[config.mk]
export PLATFORM = sky130hd
export DESIGN_NAME = pio_front
export DESIGN_NICKNAME = d
export VERILOG_FILES = /design/src/hdl/pio_pkg.sv /design/src/hdl/pio_front.sv
export SDC_FILE = /design/constraint.sdc
export NUM_CORES = 1
export LEC_CHECK = 0
export ABC_AREA = 1
export BUFFER_PORTS_ARGS = -buffer_cell sky130_fd_sc_hd__buf_2
export CAP_MARGIN = 20
export CORE_MARGIN = 2
export CORE_UTILIZATION = 45
export DETAILED_ROUTE_END_ITERATION = 10
export GPL_TIMING_DRIVEN = 0
export PLACE_DENSITY = 0.65
export RECOVER_POWER = 100
export SYNTH_ARGS = -nofsm -noshare
export SYNTH_HDL_FRONTEND = slang
export SYNTH_SLANG_ARGS = --single-unit
[constraint.sdc]
create_clock -name vclk -period 9.5
set_clock_uncertainty 0.15 [all_clocks]
set_input_delay 2.85 -clock vclk [all_inputs]
set_output_delay 2.85 -clock vclk [all_outputs]
set_load 0.01 [all_outputs]
[src/hdl/pio_pkg.sv]
package pio_pkg;

    // default store geometry
    localparam int MAX_WIDTH_DEF  = 1024;
    localparam int MAX_HEIGHT_DEF = 1024;

    // inset decimation and placement
    localparam int SCALE       = 4;
    localparam int SCALE_LOG2  = $clog2(SCALE);
    localparam int EDGE_MARGIN = 10;

    // decoupling queue between front and back
    localparam int QUEUE_DEPTH = 4;

    // field widths
    localparam int DIM_W     = 11;
    localparam int POS_W     = 10;
    localparam int SAMPLE_W  = 8;
    localparam int PLANE_W   = 2;
    localparam int CFG_IDX_W = 2;
    localparam int OFFS_W    = 13;

    // plane codes, also used to select an inset store
    localparam logic [PLANE_W-1:0] PLANE_Y = 2'd0;
    localparam logic [PLANE_W-1:0] PLANE_U = 2'd1;
    localparam logic [PLANE_W-1:0] PLANE_V = 2'd2;

    // request types
    localparam logic REQ_INSET = 1'b0;
    localparam logic REQ_MAIN  = 1'b1;

    // configuration register indexes
    localparam logic [CFG_IDX_W-1:0] REG_FRAME_WIDTH  = 2'd0;
    localparam logic [CFG_IDX_W-1:0] REG_FRAME_HEIGHT = 2'd1;

    localparam logic [DIM_W-1:0] FRAME_WIDTH_RST  = 11'd640;
    localparam logic [DIM_W-1:0] FRAME_HEIGHT_RST = 11'd480;

    // frame geometry seen by the front
    typedef struct packed {
        logic [DIM_W-1:0]         width;
        logic [DIM_W-1:0]         height;
        logic signed [OFFS_W-1:0] row_offset;
    } pio_cfg_t;

    // one classified operation for the back
    typedef struct packed {
        logic                is_main;
        logic                wr_en;
        logic                hit;
        logic [PLANE_W-1:0]  store_sel;
        logic [SAMPLE_W-1:0] sample;
        logic [PLANE_W-1:0]  plane;
    } pio_op_t;

    // back status toward the top level
    typedef struct packed {
        logic present;
        logic read_busy;
    } pio_status_t;

    // first luma row of the inset region: h - h/scale - margin
    function automatic logic signed [OFFS_W-1:0] pio_row_offset(input logic [DIM_W-1:0] h);
        logic [OFFS_W-1:0] h_ext;
        h_ext = OFFS_W'(h);
        return $signed(h_ext - (h_ext >> SCALE_LOG2) - OFFS_W'(EDGE_MARGIN));
    endfunction

endpackage

[src/hdl/pio_front.sv]
module pio_front
    import pio_pkg::*;
#(
    parameter int MAX_WIDTH  = MAX_WIDTH_DEF,
    parameter int MAX_HEIGHT = MAX_HEIGHT_DEF,
    parameter int ADDR_W     = 16
) (
    input  logic                s_valid,
    output logic                s_ready,
    input  logic                s_req_type,
    input  logic [PLANE_W-1:0]  s_plane,
    input  logic [POS_W-1:0]    s_x_pos,
    input  logic [POS_W-1:0]    s_y_pos,
    input  logic [SAMPLE_W-1:0] s_sample_in,
    input  pio_cfg_t            cfg,
    input  logic                queue_full,
    output logic                push,
    output pio_op_t             push_op,
    output logic [ADDR_W-1:0]   push_addr
);

    localparam int LumaStride   = MAX_WIDTH / SCALE;
    localparam int LumaRows     = MAX_HEIGHT / SCALE;
    localparam int ChromaStride = MAX_WIDTH / (2 * SCALE);
    localparam int ChromaRows   = MAX_HEIGHT / (2 * SCALE);

    // inset region test on half-resolution offsets
    function automatic logic in_region(input logic [OFFS_W-1:0] i,
                                       input logic [OFFS_W-1:0] j,
                                       input logic [OFFS_W-1:0] w,
                                       input logic [OFFS_W-1:0] h,
                                       input logic [OFFS_W-1:0] hoff);
        return (i < (w >> (SCALE_LOG2 + 1))) &&
               ((OFFS_W'(EDGE_MARGIN) + {i[OFFS_W-2:0], 1'b0}) < w) &&
               (j < (h >> (SCALE_LOG2 + 1))) &&
               ((hoff + {j[OFFS_W-2:0], 1'b0}) < h);
    endfunction

    logic [OFFS_W-1:0] x_e, y_e, w_e, h_e, hoff_u;
    logic              hoff_neg;
    logic              st_luma_ok, st_chroma_ok, lk_luma_ok, lk_chroma_ok;
    logic [OFFS_W-1:0] lx, ly, cx, cy;
    logic [OFFS_W-1:0] ldx, ldy, cdx, cdy;
    logic [ADDR_W-1:0] st_luma_addr, st_chroma_addr, lk_luma_addr, lk_chroma_addr;

    assign x_e      = OFFS_W'(s_x_pos);
    assign y_e      = OFFS_W'(s_y_pos);
    assign w_e      = OFFS_W'(cfg.width);
    assign h_e      = OFFS_W'(cfg.height);
    assign hoff_u   = $unsigned(cfg.row_offset);
    assign hoff_neg = cfg.row_offset[OFFS_W-1];

    // inset luma: keep the first two of every 2*scale columns and rows
    assign lx = ((x_e >> (SCALE_LOG2 + 1)) << 1) | OFFS_W'(s_x_pos[0]);
    assign ly = ((y_e >> (SCALE_LOG2 + 1)) << 1) | OFFS_W'(s_y_pos[0]);
    assign st_luma_ok = (x_e < w_e) && (y_e < h_e) &&
                        (s_x_pos[SCALE_LOG2:1] == '0) && (s_y_pos[SCALE_LOG2:1] == '0) &&
                        (lx < OFFS_W'(LumaStride)) && (ly < OFFS_W'(LumaRows));
    assign st_luma_addr = ADDR_W'(32'(ly) * 32'(LumaStride) + 32'(lx));

    // inset chroma: keep every scale-th column and row
    assign cx = x_e >> SCALE_LOG2;
    assign cy = y_e >> SCALE_LOG2;
    assign st_chroma_ok = (x_e < ((w_e + OFFS_W'(1)) >> 1)) &&
                          (y_e < ((h_e + OFFS_W'(1)) >> 1)) &&
                          (s_x_pos[SCALE_LOG2-1:0] == '0) && (s_y_pos[SCALE_LOG2-1:0] == '0) &&
                          (cx < OFFS_W'(ChromaStride)) && (cy < OFFS_W'(ChromaRows));
    assign st_chroma_addr = ADDR_W'(32'(cy) * 32'(ChromaStride) + 32'(cx));

    // main luma lookup
    assign ldx = x_e - OFFS_W'(EDGE_MARGIN);
    assign ldy = y_e - hoff_u;
    assign lk_luma_ok = !hoff_neg && (x_e < w_e) && (y_e < h_e) &&
                        (x_e >= OFFS_W'(EDGE_MARGIN)) && (y_e >= hoff_u) &&
                        in_region(ldx >> 1, ldy >> 1, w_e, h_e, hoff_u) &&
                        (ldx < OFFS_W'(LumaStride)) && (ldy < OFFS_W'(LumaRows));
    assign lk_luma_addr = ADDR_W'(32'(ldy) * 32'(LumaStride) + 32'(ldx));

    // main chroma lookup
    assign cdx = x_e - OFFS_W'(EDGE_MARGIN / 2);
    assign cdy = y_e - (hoff_u >> 1);
    assign lk_chroma_ok = !hoff_neg &&
                          (x_e >= OFFS_W'(EDGE_MARGIN / 2)) && (y_e >= (hoff_u >> 1)) &&
                          in_region(cdx, cdy, w_e, h_e, hoff_u) &&
                          (cdx < OFFS_W'(ChromaStride)) && (cdy < OFFS_W'(ChromaRows));
    assign lk_chroma_addr = ADDR_W'(32'(cdy) * 32'(ChromaStride) + 32'(cdx));

    // classify the transaction
    always_comb begin
        push_op.is_main   = (s_req_type == REQ_MAIN);
        push_op.sample    = s_sample_in;
        push_op.plane     = s_plane;
        push_op.store_sel = s_plane;
        case (s_plane)
            PLANE_Y: begin
                push_op.wr_en = (s_req_type == REQ_INSET) && st_luma_ok;
                push_op.hit   = (s_req_type == REQ_MAIN) && lk_luma_ok;
                push_addr     = (s_req_type == REQ_MAIN) ? lk_luma_addr : st_luma_addr;
            end
            PLANE_U, PLANE_V: begin
                push_op.wr_en = (s_req_type == REQ_INSET) && st_chroma_ok;
                push_op.hit   = (s_req_type == REQ_MAIN) && lk_chroma_ok;
                push_addr     = (s_req_type == REQ_MAIN) ? lk_chroma_addr : st_chroma_addr;
            end
            default: begin
                push_op.wr_en     = 1'b0;
                push_op.hit       = 1'b0;
                push_op.store_sel = PLANE_Y;
                push_addr         = '0;
            end
        endcase
    end

    // dropped inset samples never enter the queue
    assign s_ready = !queue_full;
    assign push    = s_valid && s_ready && (push_op.is_main || push_op.wr_en);

endmodule

==> results.txt <==
Initial core utilization - 0.456
Simple-Gate Fraction of Synth Area - 0.307
Die H - 127 µm
Synth Area in XOR/XNOR - 0.0864
DR iter-0 viols - 520
Vias after detailed routing - 7719
Mapped Avg Cell Area - 6.08 µm²
Hold Crit Start - s_sample_in[1]
Synth warn - 0
IO buf count - 92
Synth Area in Compound Gates - 0.162
Vias per cell - 5.40
F_max - 104 MHz
RSZ-0062 raised after global routing - true
Die Width - 127 µm
Sequential area share after synthesis - 0
Routed len/inst - 15.6 µm
Final wirelength - 22.3 mm
Commonest non-fill, non-tap cell in the layout - nand2_1
Final HPWL DP - 18.3 mm
Buffers & Inverters on Critical Path - 9
Post-layout minimum cycle time - 9.64 ns
Most frequent cells in the layout - nand2_1, inv_1, ha_1, nor2_1, a21oi_1
WP data required - 6.50 ns
Gpl congestion - 0.949
Adder-cell share of the synthesized area - 0.328
I/O pin cnt - 101
Row count - 45
Failing checks - setup timing
Layout clock buffers - 0
Main combinational cell family by area after synthesis - adder cells
CP top delay family - simple AND/OR/NAND/NOR gates
Cell Pwr Density - 88.3 nW/µm²
Largest net degree at the start of global routing - 11
Vias in the first global route - 7087
Max-Cap Viols - 0
Initial antenna violation count - 0
Critical path's slowest cell - ha_1
CP peak stage delay - 0.29 ns
Status - finished with violations
Worst vdd ir - 0.0000375 V
Ant diodes - 0
Most frequent cell on the critical path - nand2_1
Syn Std Cell Area - 6850 µm²
Synth-to-layout area growth - 17.6%
Nets - 1488
GR Overflow Total - 0
Die area - 16200 µm²
Seq_cells - 0
Filler cells - 1579
Critical Path End Type - primary output
Post-layout util - 0.536
HP Class - in2out
Hold Path Stages - 2
Worst setup slack after layout - -0.143 ns
Mux share of post-synthesis cell area - 0
Pleak - 4.37 nW
GRT Overall Usage - 0.266
Layout cells sized above 1 - 0.153
Hold_ws - 5.76 ns
Post-Syn Instances - 1126
Reg area - 0 µm²
Syn Nets - 1370
Netlist cell types - 45
Power consumption - 711 µW
Final Setup Violations - 1
Worst slew pin tran - 0.680 ns
Tcrit/Tclk final - 1.02
First-pass GRT wire length - 35.3 mm
Core Region - 15000 µm²
CP arrival - 6.64 ns
Hold worst-path end - push_op[3]
WS Path Type - in2out
Drt pass-1 iters - 8
Final-report hold violation count - 0
Max-slew violation count - 0
CP startpoint kind - input port
Detailed-route DRC error count - 0
Crit-path max FO - 5
DRT antenna net count - 0
Slew HR - 0.542
==> power breakdown <==
part / total, mW / switching (mW) / internal (mW)
Clock: 0 / 0 / 0
Sequential: 0 / 0 / 0
Combinational: 0.711 / 0.423 / 0.288
Total: 0.711 / 0.423 / 0.288
==> metal layers <==
metal	routed length [µm]	vias up	share of wire	global-route usage
li1	-	3970	-	-
met1	10200	3489	0.46	0.350
met2	10700	220	0.48	0.484
met3	811	40	0.036	0.00628
met4	615	0	0.028	0.0582
met5	0	-	0	0
==> cells in the mapped netlist, types with 7 or more instances <==
cell type / count / area, µm²
nand2_1: 266 / 998
nand3_1: 68 / 340
clkbuf_1: 10 / 37.5
nor2_1: 90 / 338
nand2_2: 8 / 50.1
ha_1: 170 / 2130
nand4_1: 18 / 113
o211ai_1: 8 / 60.1
a21oi_1: 90 / 450
nor3_1: 18 / 90.1
xor2_1: 46 / 403
inv_1: 170 / 638
a31oi_1: 7 / 43.8
xnor2_1: 16 / 140
o21ai_0: 59 / 295
buf_4: 11 / 82.6
==> cell type report <==
class / count / area (µm²) / share of cell area
repair buffers: 116 / 629 / 0.0781
inverters: 177 / 676 / 0.0839
plain buffers: 23 / 129 / 0.0160
multi-input cells: 926 / 6390 / 0.793
well taps: 188 / 235 / 0.0292
==> per-stage QoR <==
step	setup TNS, ns	instance area (µm²)	worst slack [ns]	std cells
after global routing	-0.757	8060	-0.488	1430
after detailed placement	-0.816	7550	-0.816	1406
after floorplan	0	6850	0.192	1126
after CTS	0	8030	0.0000826	1428
final	-0.143	8060	-0.143	1430
after global placement	-0.846	7550	-0.846	1406
==> logic make-up (layout without fill, tap and decap cells) <==
family,Yosys count,count (layout)
XOR/XNOR,65,65
adder cells (fa/ha/maj),176,176
buffers and inverters,200,316
AO/OA/AOI/OAI,196,196
AND/OR/NAND/NOR,489,489
==> worst max path at each step <==
stage | slack [ns] | startpoint | end | cells past startpoint
3_5_place_dp | -0.82 | s_y_pos[1] | push_op[12] | 30
4_1_cts | 0.00008 | s_y_pos[3] | push_op[12] | 28
5_1_grt | -0.49 | s_y_pos[0] | push_op[12] | 32
2_1_floorplan | 0.19 | s_y_pos[0] | push_op[12] | 29
6_report | -0.14 | s_y_pos[0] | push_op[12] | 30
3_3_place_gp | -0.85 | s_y_pos[1] | push_op[12] | 30
==> timing repair <==
action                     CTS  global route
gates resized for setup     68            13
pin swaps                   15             2
setup buffers               22             2
hold buffers                 0             0
gates cloned                 0             0
setup endpoints to repair    1             1
(Power assumes the default switching activity.)
