File: config.mk
export PLATFORM = sky130hd
export DESIGN_NAME = pio_queue
export DESIGN_NICKNAME = d
export VERILOG_FILES = /design/src/hdl/pio_pkg.sv /design/src/hdl/pio_queue.sv
export SDC_FILE = /design/constraint.sdc
export NUM_CORES = 1
export LEC_CHECK = 0
export BUFFER_PORTS_ARGS = -buffer_cell sky130_fd_sc_hd__buf_2
export CAP_MARGIN = 15
export CORE_UTILIZATION = 44
export DETAILED_ROUTE_END_ITERATION = 8
export GPL_ROUTABILITY_DRIVEN = 1
export PLACE_DENSITY = 0.72
export RECOVER_POWER = 100
export SYNTH_ARGS = -nofsm -noshare
export SYNTH_HDL_FRONTEND = slang
export SYNTH_SLANG_ARGS = --single-unit
File: constraint.sdc
create_clock -name aclk -period 5.09 [get_ports aclk]
set_input_delay 0.2545 -clock aclk [delete_from_list [all_inputs] [get_ports aclk]]
set_output_delay 0.2545 -clock aclk [all_outputs]
set_load 0.02 [all_outputs]
File: src/hdl/pio_pkg.sv
package pio_pkg;

    // default store geometry
    localparam int MAX_WIDTH_DEF  = 1024;
    localparam int MAX_HEIGHT_DEF = 1024;

    // inset decimation and placement
    localparam int SCALE       = 4;
    localparam int SCALE_LOG2  = $clog2(SCALE);
    localparam int EDGE_MARGIN = 10;

    // decoupling queue between front and back
    localparam int QUEUE_DEPTH = 4;

    // field widths
    localparam int DIM_W     = 11;
    localparam int POS_W     = 10;
    localparam int SAMPLE_W  = 8;
    localparam int PLANE_W   = 2;
    localparam int CFG_IDX_W = 2;
    localparam int OFFS_W    = 13;

    // plane codes, also used to select an inset store
    localparam logic [PLANE_W-1:0] PLANE_Y = 2'd0;
    localparam logic [PLANE_W-1:0] PLANE_U = 2'd1;
    localparam logic [PLANE_W-1:0] PLANE_V = 2'd2;

    // request types
    localparam logic REQ_INSET = 1'b0;
    localparam logic REQ_MAIN  = 1'b1;

    // configuration register indexes
    localparam logic [CFG_IDX_W-1:0] REG_FRAME_WIDTH  = 2'd0;
    localparam logic [CFG_IDX_W-1:0] REG_FRAME_HEIGHT = 2'd1;

    localparam logic [DIM_W-1:0] FRAME_WIDTH_RST  = 11'd640;
    localparam logic [DIM_W-1:0] FRAME_HEIGHT_RST = 11'd480;

    // frame geometry seen by the front
    typedef struct packed {
        logic [DIM_W-1:0]         width;
        logic [DIM_W-1:0]         height;
        logic signed [OFFS_W-1:0] row_offset;
    } pio_cfg_t;

    // one classified operation for the back
    typedef struct packed {
        logic                is_main;
        logic                wr_en;
        logic                hit;
        logic [PLANE_W-1:0]  store_sel;
        logic [SAMPLE_W-1:0] sample;
        logic [PLANE_W-1:0]  plane;
    } pio_op_t;

    // back status toward the top level
    typedef struct packed {
        logic present;
        logic read_busy;
    } pio_status_t;

    // first luma row of the inset region: h - h/scale - margin
    function automatic logic signed [OFFS_W-1:0] pio_row_offset(input logic [DIM_W-1:0] h);
        logic [OFFS_W-1:0] h_ext;
        h_ext = OFFS_W'(h);
        return $signed(h_ext - (h_ext >> SCALE_LOG2) - OFFS_W'(EDGE_MARGIN));
    endfunction

endpackage

File: src/hdl/pio_queue.sv
module pio_queue
    import pio_pkg::*;
#(
    parameter int DATA_W = 32
) (
    input  logic              aclk,
    input  logic              aresetn,
    input  logic              push,
    input  logic [DATA_W-1:0] push_data,
    input  logic              pop,
    output logic [DATA_W-1:0] pop_data,
    output logic              full,
    output logic              empty
);

    localparam int PtrW = $clog2(QUEUE_DEPTH);
    localparam int CntW = $clog2(QUEUE_DEPTH + 1);

    logic [DATA_W-1:0] entry_reg [QUEUE_DEPTH];
    logic [PtrW-1:0]   wr_ptr_reg, wr_ptr_next;
    logic [PtrW-1:0]   rd_ptr_reg, rd_ptr_next;
    logic [CntW-1:0]   count_reg, count_next;

    assign full     = (count_reg == CntW'(QUEUE_DEPTH));
    assign empty    = (count_reg == '0);
    assign pop_data = entry_reg[rd_ptr_reg];

    // pointer and fill count update
    always_comb begin
        wr_ptr_next = wr_ptr_reg;
        rd_ptr_next = rd_ptr_reg;
        count_next  = count_reg;
        if (push) begin
            wr_ptr_next = (wr_ptr_reg == PtrW'(QUEUE_DEPTH - 1)) ? '0 : wr_ptr_reg + PtrW'(1);
        end
        if (pop) begin
            rd_ptr_next = (rd_ptr_reg == PtrW'(QUEUE_DEPTH - 1)) ? '0 : rd_ptr_reg + PtrW'(1);
        end
        if (push && !pop) begin
            count_next = count_reg + CntW'(1);
        end else if (pop && !push) begin
            count_next = count_reg - CntW'(1);
        end
    end

    always_ff @(posedge aclk) begin
        if (!aresetn) begin
            wr_ptr_reg <= '0;
            rd_ptr_reg <= '0;
            count_reg  <= '0;
        end else begin
            wr_ptr_reg <= wr_ptr_next;
            rd_ptr_reg <= rd_ptr_next;
            count_reg  <= count_next;
        end
    end

    // entry storage
    always_ff @(posedge aclk) begin
        if (push) begin
            entry_reg[wr_ptr_reg] <= push_data;
        end
    end

endmodule

==> results of run 1 <==
[cells in the final DEF (no fill, tap or decap)]
cell type / synthesis / routed
inv_1: 4 / 4
mux2i_1: 4 / 4
clkinv_1: 0 / 3
buf_4: 0 / 1
nor2_1: 1 / 1
nor3b_1: 1 / 1
or3_1: 1 / 1
o21ai_0: 1 / 1
mux4_2: 30 / 30
nor3_1: 2 / 2
clkbuf_1: 0 / 67
and2_0: 0 / 4
buf_2: 3 / 3
a21boi_0: 1 / 1
and2_1: 5 / 1
edfxtp_1: 128 / 128
clkinv_2: 0 / 3
xor2_1: 1 / 1
o21a_1: 1 / 1
clkinvlp_4: 0 / 1
inv_6: 0 / 1
mux4_1: 2 / 2
bufinv_16: 0 / 5
dfxtp_2: 0 / 1
ha_1: 6 / 6
nor2b_1: 5 / 5
xnor2_1: 1 / 1
clkinv_4: 0 / 1
clkbuf_16: 0 / 17
fa_1: 1 / 1
dfxtp_1: 9 / 8
[stage by stage]
step | setup slack, ps | area, um^2 | hold slack, ps | power (mW)
after floorplan | 3360 | 5120 | 353 | 1.49
after detailed placement | 3080 | 5570 | 471 | 1.57
after global placement | 3100 | 5570 | 466 | 1.57
after CTS | 2640 | 6200 | 44.2 | 2.87
after global routing | 2010 | 6110 | 109 | 2.93
final | 2290 | 6110 | 101 | 2.83
[power breakdown]
| part | total, mW | internal [mW] | switching [mW] |
|---|---|---|---|
| Combinational | 0.220 | 0.0859 | 0.134 |
| Clock | 1.30 | 0.863 | 0.433 |
| Sequential | 1.32 | 1.29 | 0.0242 |
[cell families (layout without fill, tap and decap cells)]
group | count (synthesis) | after routing | share of synthesized area
adder cells (fa/ha/maj) | 7 | 7 | 0.0186
XOR/XNOR | 2 | 2 | 0.00342
buffers and inverters | 11 | 106 | 0.0198
AO/OA/AOI/OAI | 3 | 3 | 0.00391
flip-flops | 137 | 137 | 0.787
AND/OR/NAND/NOR | 15 | 15 | 0.0176
multiplexers | 36 | 36 | 0.150
[cell type report]
cell class              count  area, um^2  area share
flip-flops and latches    137        4030       0.659
multi-input cells          63         991       0.162
clock buffers              18         429      0.0702
repair buffers             70         270      0.0442
clock inverters            14         201      0.0330
well taps                 143         179      0.0293
inverters                   4        15.0     0.00246
[metal layers]
layer	GRT usage	wire length, um	vias to the layer above
li1	-	-	1043
met1	0.166	3240	1139
met2	0.249	4120	64
met3	0.0616	583	9
met4	0.0571	106	0
met5	0	0	-
[how the worst max path moves through the flow]
| stage | from | end | slack, ps | cells past startpoint |
|---|---|---|---|---|
| after floorplan | wr_ptr_reg[0]$_SDFFE_PN0P_ | entry_reg[3][0]$_DFFE_PP_ | 3360 | 2 |
| after global placement | flop | pop_data[23] | 3100 | 3 |
| after detailed placement | flop | pop_data[12] | 3080 | 3 |
| after CTS | flop | pop_data[12] | 2640 | 3 |
| after global routing | wr_ptr_reg[0]$_SDFFE_PN0P_ | entry_reg[2][13]$_DFFE_PP_ | 2010 | 3 |
| final | wr_ptr_reg[0]$_SDFFE_PN0P_ | entry_reg[0][25]$_DFFE_PP_ | 2290 | 3 |
[worst register-to-register path: cells and delay by family, from the launching register on]
family / cells / cell delay [ps]
adder cells (fa/ha/maj): 1 / 140
AND/OR/NAND/NOR: 1 / 1750
flip-flops: 1 / 350
buffers and inverters: 1 / 90
==> summary.md, run 1 <==
| Metric | Value |
|---|---|
| DP HPWL | `4.66 mm` |
| Layout Skew | `7.89 ps` |
| Core Rows | `39` |
| Worst min-delay path category | `in2reg` |
| Util after Layout | `0.537` |
| Die area | `0.0121 mm^2` |
| Initial Utilization | `0.450` |
| Startpoint of the worst hold path | `push_data[29]` |
| Seq cells post-synth | `137` |
| CP required | `5060 ps` |
| Min cycle time layout | `2800 ps` |
| Largest stage delay on the critical path | `1750 ps` |
| Root Buffer | `clkbuf_16` |
| Post_cts resized | `0` |
| Slew @ Worst Pin | `2430 ps` |
| Worst vdd ir | `0.000206 V` |
| WL/cell | `17.9 um` |
| Main flop type after synthesis | `edfxtp_1` |
| Sink Count | `137` |
| DRT antenna net count | `0` |
| Setup tns final | `0 ps` |
| Synth Warn # | `0` |
| Grt total ovfl | `0` |
| Clock Tree Buf Depth | `2` |
| Rel. slew slack | `-0.620` |
| CTS tree | `built` |
| Worst setup SP type | `flop` |
| First-pass GRT wire length | `12.4 mm` |
| Failing checks | `capacitance limit, slew limit` |
| Hold Crit Depth | `1` |
| DRC | `0` |
| Worst Path Max Fanout | `32` |
| PortBufs | `69` |
| Largest net degree at the start of global routing | `33` |
| Yosys cell types | `22` |
| Hold Buf Count CTS | `0` |
| End of the worst hold path | `entry_reg[0][29]$_DFFE_PP_` |
| Worst Path Arrival | `2760 ps` |
| Crit-path cells | `inv_1 > ha_1 > and2_0` |
| Fraction of registers with async set/reset | `0` |
| Max_cap viols | `5` |
| H-tree depth | `4` |
| TritonCTS Buffers | `17` |
| Syn avg cell area | `24.2 um^2` |
| Cells after DPL | `417` |
| Initial antenna violation count | `0` |
| Final Hold Vio Count | `0` |
| Filler Cell Count | `881` |
| Setup CP Type | `reg2reg` |
| Core area | `0.0114 mm^2` |
| Status | `finished, violations left` |
| Count leader, synth | `edfxtp_1` |
| Synth Instances | `211` |
| Worst reg2reg path startpoint | `wr_ptr_reg[0]$_SDFFE_PN0P_` |
| Net Count, Synth | `254` |
| Pwr Density | `463 mW/mm^2` |
| Chip Width | `110 um` |
| Reg2reg setup slack | `2290 ps` |
| Vias in the first global route | `2482` |
| Synth area leader | `edfxtp_1` |
| Clock Latency Late Sink | `400 ps` |
| Post-synth top cells | `128 x edfxtp_1, 30 x mux4_2, 9 x dfxtp_1` |
| Max reg flops | `128` |
| Non-filler cells in the finished layout | `449` |
| Slew Limit Fails | `165` |
| Yosys top cell area share | `0.751` |
| Crit. End Element | `flop` |
| Ratio of final minimum period to clock period | `0.549` |
| Area grow syn2layout | `19.4%` |
| Crit Reg-Reg Endpoint | `entry_reg[0][25]$_DFFE_PP_` |
| RePlAce Congestion | `0.650` |
| I/O pins | `70` |
| Vias per cell | `5.02` |
| Vias post-DR | `2255` |
| Die height | `110 um` |
| Pre-antenna DRT Iters | `4` |
| Seq/Total Area, Yosys | `0.787` |
| Number of synthesized flops with an enable pin | `128` |
| Mapped cell area | `0.00512 mm^2` |
| Routed Wire Length | `8.05 mm` |
| Fmax | `358 MHz` |
| Setup violators final | `0` |
| All-Layer GR Usage | `0.148` |
| Post-CTS Setup Repair Bufs | `0` |
| Clock transition at path regs | `60 ps` |
| Crit-path leading delay family | `simple AND/OR/NAND/NOR gates` |
| Ranking of synthesized cells by area | `edfxtp_1 75%, mux4_2 13%, dfxtp_1 3.5%, ha_1 1.5%, buf_12 1.2%` |
| Inserted Diodes | `0` |
| Worst reg2reg path depth | `3` |
| NumNets Final | `336` |
| Slowest cell on crit path | `and2_0` |
| Worst Path Buf+Inv | `1` |
| Leak pwr | `1.96 nW` |
| RSZ-0062 raised after global routing | `false` |
| Share of layout cells above drive strength 1 | `0.206` |
| DR iter-0 viols | `121` |
Power figures use the tool's default switching activity.
==> run 2: changes to the inputs <==
--- a/config.mk
+++ b/config.mk
@@ -10,7 +10,7 @@
 export CORE_UTILIZATION = 44
 export DETAILED_ROUTE_END_ITERATION = 8
 export GPL_ROUTABILITY_DRIVEN = 1
-export PLACE_DENSITY = 0.72
+export PLACE_DENSITY = 0.74
 export RECOVER_POWER = 100
 export SYNTH_ARGS = -nofsm -noshare
 export SYNTH_HDL_FRONTEND = slang
==> constraint.sdc (replaced) <==
create_clock -name aclk -period 2.35 [get_ports aclk]
set_input_delay 0.1175 -clock aclk [delete_from_list [all_inputs] [get_ports aclk]]
set_output_delay 0.1175 -clock aclk [all_outputs]
set_load 0.02 [all_outputs]
==> run 2 against run 1 <==
The flow now finishes without violations; sequential power rose by 120%; design area rose by 5.8%; cell count rose by 8.7%; clock power rose by 92%; total power rose by 110%; sequential share of layout area fell by 3.6 points; global-route usage rose by 1.3 points; count of clock-buffer cells in the layout fell by 1; clock skew fell by 0.65 ps; worst setup slack got worse by 2000 ps; non-clock buffer count rose by 39; combinational power rose by 150%; critical path type is now reg2out; largest cell class unchanged; largest power group unchanged; highest routed layer is now met5.
==> summary.md, run 2 (synthesis results as in run 1) <==
| Metric | Value |
|---|---|
| Status | `complete, no violations` |
| Vias post-DR | `2507 (+11%)` |
| Rel. slew slack | `0.337 (+0.957)` |
| Hold Buf Count CTS | `33 (+33)` |
| Worst reg2reg path startpoint | `wr_ptr_reg[1]$_SDFFE_PN0P_` |
| Max reg flops | `128 (unchanged)` |
| Fmax | `479 MHz` |
| Core Rows | `39 (unchanged)` |
| WL/cell | `17.8 um (-1.0%)` |
| Top Usage Layer GRT | `met2` |
| DRT antenna net count | `0 (unchanged)` |
| Worst reg2reg path depth | `4 (+1)` |
| Crit-path cells | `clkbuf_4 > mux4_1 > clkbuf_1` |
| RSZ-0062 raised after global routing | `false` |
| All-Layer GR Usage | `0.161 (+0.0132)` |
| Clock Tree Buf Depth | `2 (unchanged)` |
| Initial Utilization | `0.450 (unchanged)` |
| Util after Layout | `0.568 (+0.0309)` |
| Met1 Track Usage GR | `0.191 (+0.0255)` |
| Max_cap viols | `0 (-5)` |
| I/O pins | `70 (unchanged)` |
| Worst Path Max Fanout | `19 (-41%)` |
| Post_cts resized | `0 (unchanged)` |
| Sink Count | `137 (unchanged)` |
| GR Layer Usage met2 | `0.267 (+0.0179)` |
| Setup CP Type | `reg2out` |
| Commonest non-fill, non-tap cell in the layout | `edfxtp_1` |
| Root Buffer | `clkbuf_16` |
| Vias in the first global route | `2673 (+7.7%)` |
| Die area | `0.0121 mm^2 (unchanged)` |
| P_int | `4.50 mW (+100%)` |
| Ratio of final minimum period to clock period | `0.887` |
| DRC | `0 (unchanged)` |
| Chip Width | `110 um (unchanged)` |
| Clk pwr share | `0.425 (-0.033)` |
| Met3 GRT Util | `0.0622 (+0.000593)` |
| TritonCTS Buffers | `17 (unchanged)` |
| Post-CTS Setup Repair Bufs | `0 (unchanged)` |
| Layout Skew | `7.24 ps (-0.645 ps)` |
| Largest stage delay on the critical path | `640 ps (-1110 ps)` |
| Core area | `0.0114 mm^2 (unchanged)` |
| Switching part of the total | `0.235 (+0.0264)` |
| Startpoint of the worst hold path | `push` |
| RePlAce Congestion | `0.676 (+3.9%)` |
| Filler Cell Count | `892 (+1.2%)` |
| Crit-path leading delay family | `multiplexers` |
| Crit Reg-Reg Endpoint | `entry_reg[1][8]$_DFFE_PP_` |
| Slew Limit Fails | `0 (-100%)` |
| Worst setup margin | `264 ps (-2030 ps)` |
| PortBufs | `69 (unchanged)` |
| Setup violators final | `0 (unchanged)` |
| Sw Pwr | `1.38 mW (+130%)` |
| Finished Cell Area | `0.00646 mm^2 (+5.8%)` |
| Slew @ Worst Pin | `994 ps (-1430 ps)` |
| Worst Path Buf+Inv | `2 (+1)` |
| Die height | `110 um (unchanged)` |
| Clock Latency Late Sink | `410 ps (about the same)` |
| Final Hold Vio Count | `0 (unchanged)` |
| Most frequent cells in the layout | `128 x edfxtp_1, 62 x clkbuf_1, 33 x dlygate4sd3_1, 30 x mux4_2, 17 x clkbuf_16` |
| First-pass GRT wire length | `13.5 mm (+8.7%)` |
| Min cycle time layout | `2090 ps` |
| DP HPWL | `5.08 mm (+9.1%)` |
| Pwr Density | `910 mW/mm^2 (+96%)` |
| Inserted Diodes | `0 (unchanged)` |
| Clock transition at path regs | `60 ps (about the same)` |
| Initial antenna violation count | `1 (+1)` |
| Worst Path Arrival | `1970 ps (-790 ps)` |
| DR iter-0 viols | `84 (-31%)` |
| CP required | `2230 ps (-2830 ps)` |
| Worst vdd ir | `0.000522 V (+150%)` |
| Place WS | `617 ps (-2470 ps)` |
| Setup tns final | `0 ps (unchanged)` |
| Combinational power share | `0.093 (+0.015)` |
| Vias per cell | `5.14 (+2.3%)` |
| Crit. End Element | `primary output` |
| Reg2reg setup slack | `350 ps (-1940 ps)` |
| Routed Wire Length | `8.66 mm (+7.6%)` |
| Share of layout cells above drive strength 1 | `0.223 (+0.0173)` |
| Sequential power share | `0.482 (+0.017)` |
| Hold Crit Depth | `3 (+2)` |
| Area grow syn2layout | `26.3%` |
| Worst min-delay path category | `in2reg` |
| H-tree depth | `4 (unchanged)` |
| Grt total ovfl | `0 (unchanged)` |
| CTS tree | `built` |
| End of the worst hold path | `wr_ptr_reg[0]$_SDFFE_PN0P_` |
| Largest net degree at the start of global routing | `33 (unchanged)` |
| Pre-antenna DRT Iters | `4 (unchanged)` |
| NumNets Final | `375 (+12%)` |
| Worst setup SP type | `flop` |
| Cell Area, Placed | `0.00565 mm^2 (+1.5%)` |
| Leak pwr | `2.11 nW (+7.6%)` |
| Slowest cell on crit path | `mux4_1` |
-- run 2: changes by cell type in the layout (fill, tap and decap cells not counted), sizes merged --
cell         change
dlygate4sd3     +33
inv              +5
clkinvlp         +2
clkinv           -2
buf              +7
bufinv           -4
clkbuf           -2
-- run 2: area by class of cell --
cell class | instances | area [um^2] | area share
Clock buffer | 17 | 425 | 0.0658
Sequential cell | 137 | 4030 | 0.623
Clock inverter | 15 | 141 | 0.0219
Multi-Input combinational cell | 63 | 992 | 0.154
Inverter | 4 | 15.0 | 0.00232
Tap cell | 143 | 179 | 0.0277
Timing Repair Buffer | 109 | 683 | 0.106
-- run 2: metrics by stage --
stage               power, mW  instances  hold slack, ps
floorplan                3.24        211             216
global placement         3.41        423             330
detailed placement       3.43        423             334
CTS                      5.97        488            79.9
global route             6.11        488             106
finish                   5.88        488            87.8
-- run 2: worst min-delay path: cells and delay by family --
| kind | cells | cell delay (ps) |
|---|---|---|
| muxes | 1 | 90 |
| and+or+nand+nor | 1 | 90 |
| buffers and inverters | 1 | 150 |
-- run 2: worst max-delay path by stage --
stage	start	endpoint	slack [ps]	cells past startpoint
2_1_floorplan	wr_ptr_reg[0]$_SDFFE_PN0P_	entry_reg[3][0]$_DFFE_PP_	620	2
3_3_place_gp	wr_ptr_reg[0]$_SDFFE_PN0P_	entry_reg[0][19]$_DFFE_PP_	660	3
3_5_place_dp	wr_ptr_reg[0]$_SDFFE_PN0P_	entry_reg[0][19]$_DFFE_PP_	620	3
4_1_cts	flop	pop_data[23]	280	3
5_1_grt	flop	pop_data[23]	140	3
6_report	flop	pop_data[23]	260	3
-- run 2: power by group through the flow --
stage	sequential (mW)	combinational, mW	clock [mW]
finish	2.84	0.546	2.50
global route	2.85	0.606	2.66
CTS	2.84	0.586	2.55
detailed placement	2.89	0.540	0
global placement	2.88	0.529	0
floorplan	2.87	0.366	0
-- run 2: metal layers --
layer  up-vias  share of wire  wire length, um
met5         -         0.0012               10
met4         2         0.0072               62
met3         9          0.046              400
met2        68           0.52             4480
met1      1297           0.43             3710
li1       1131              -                -
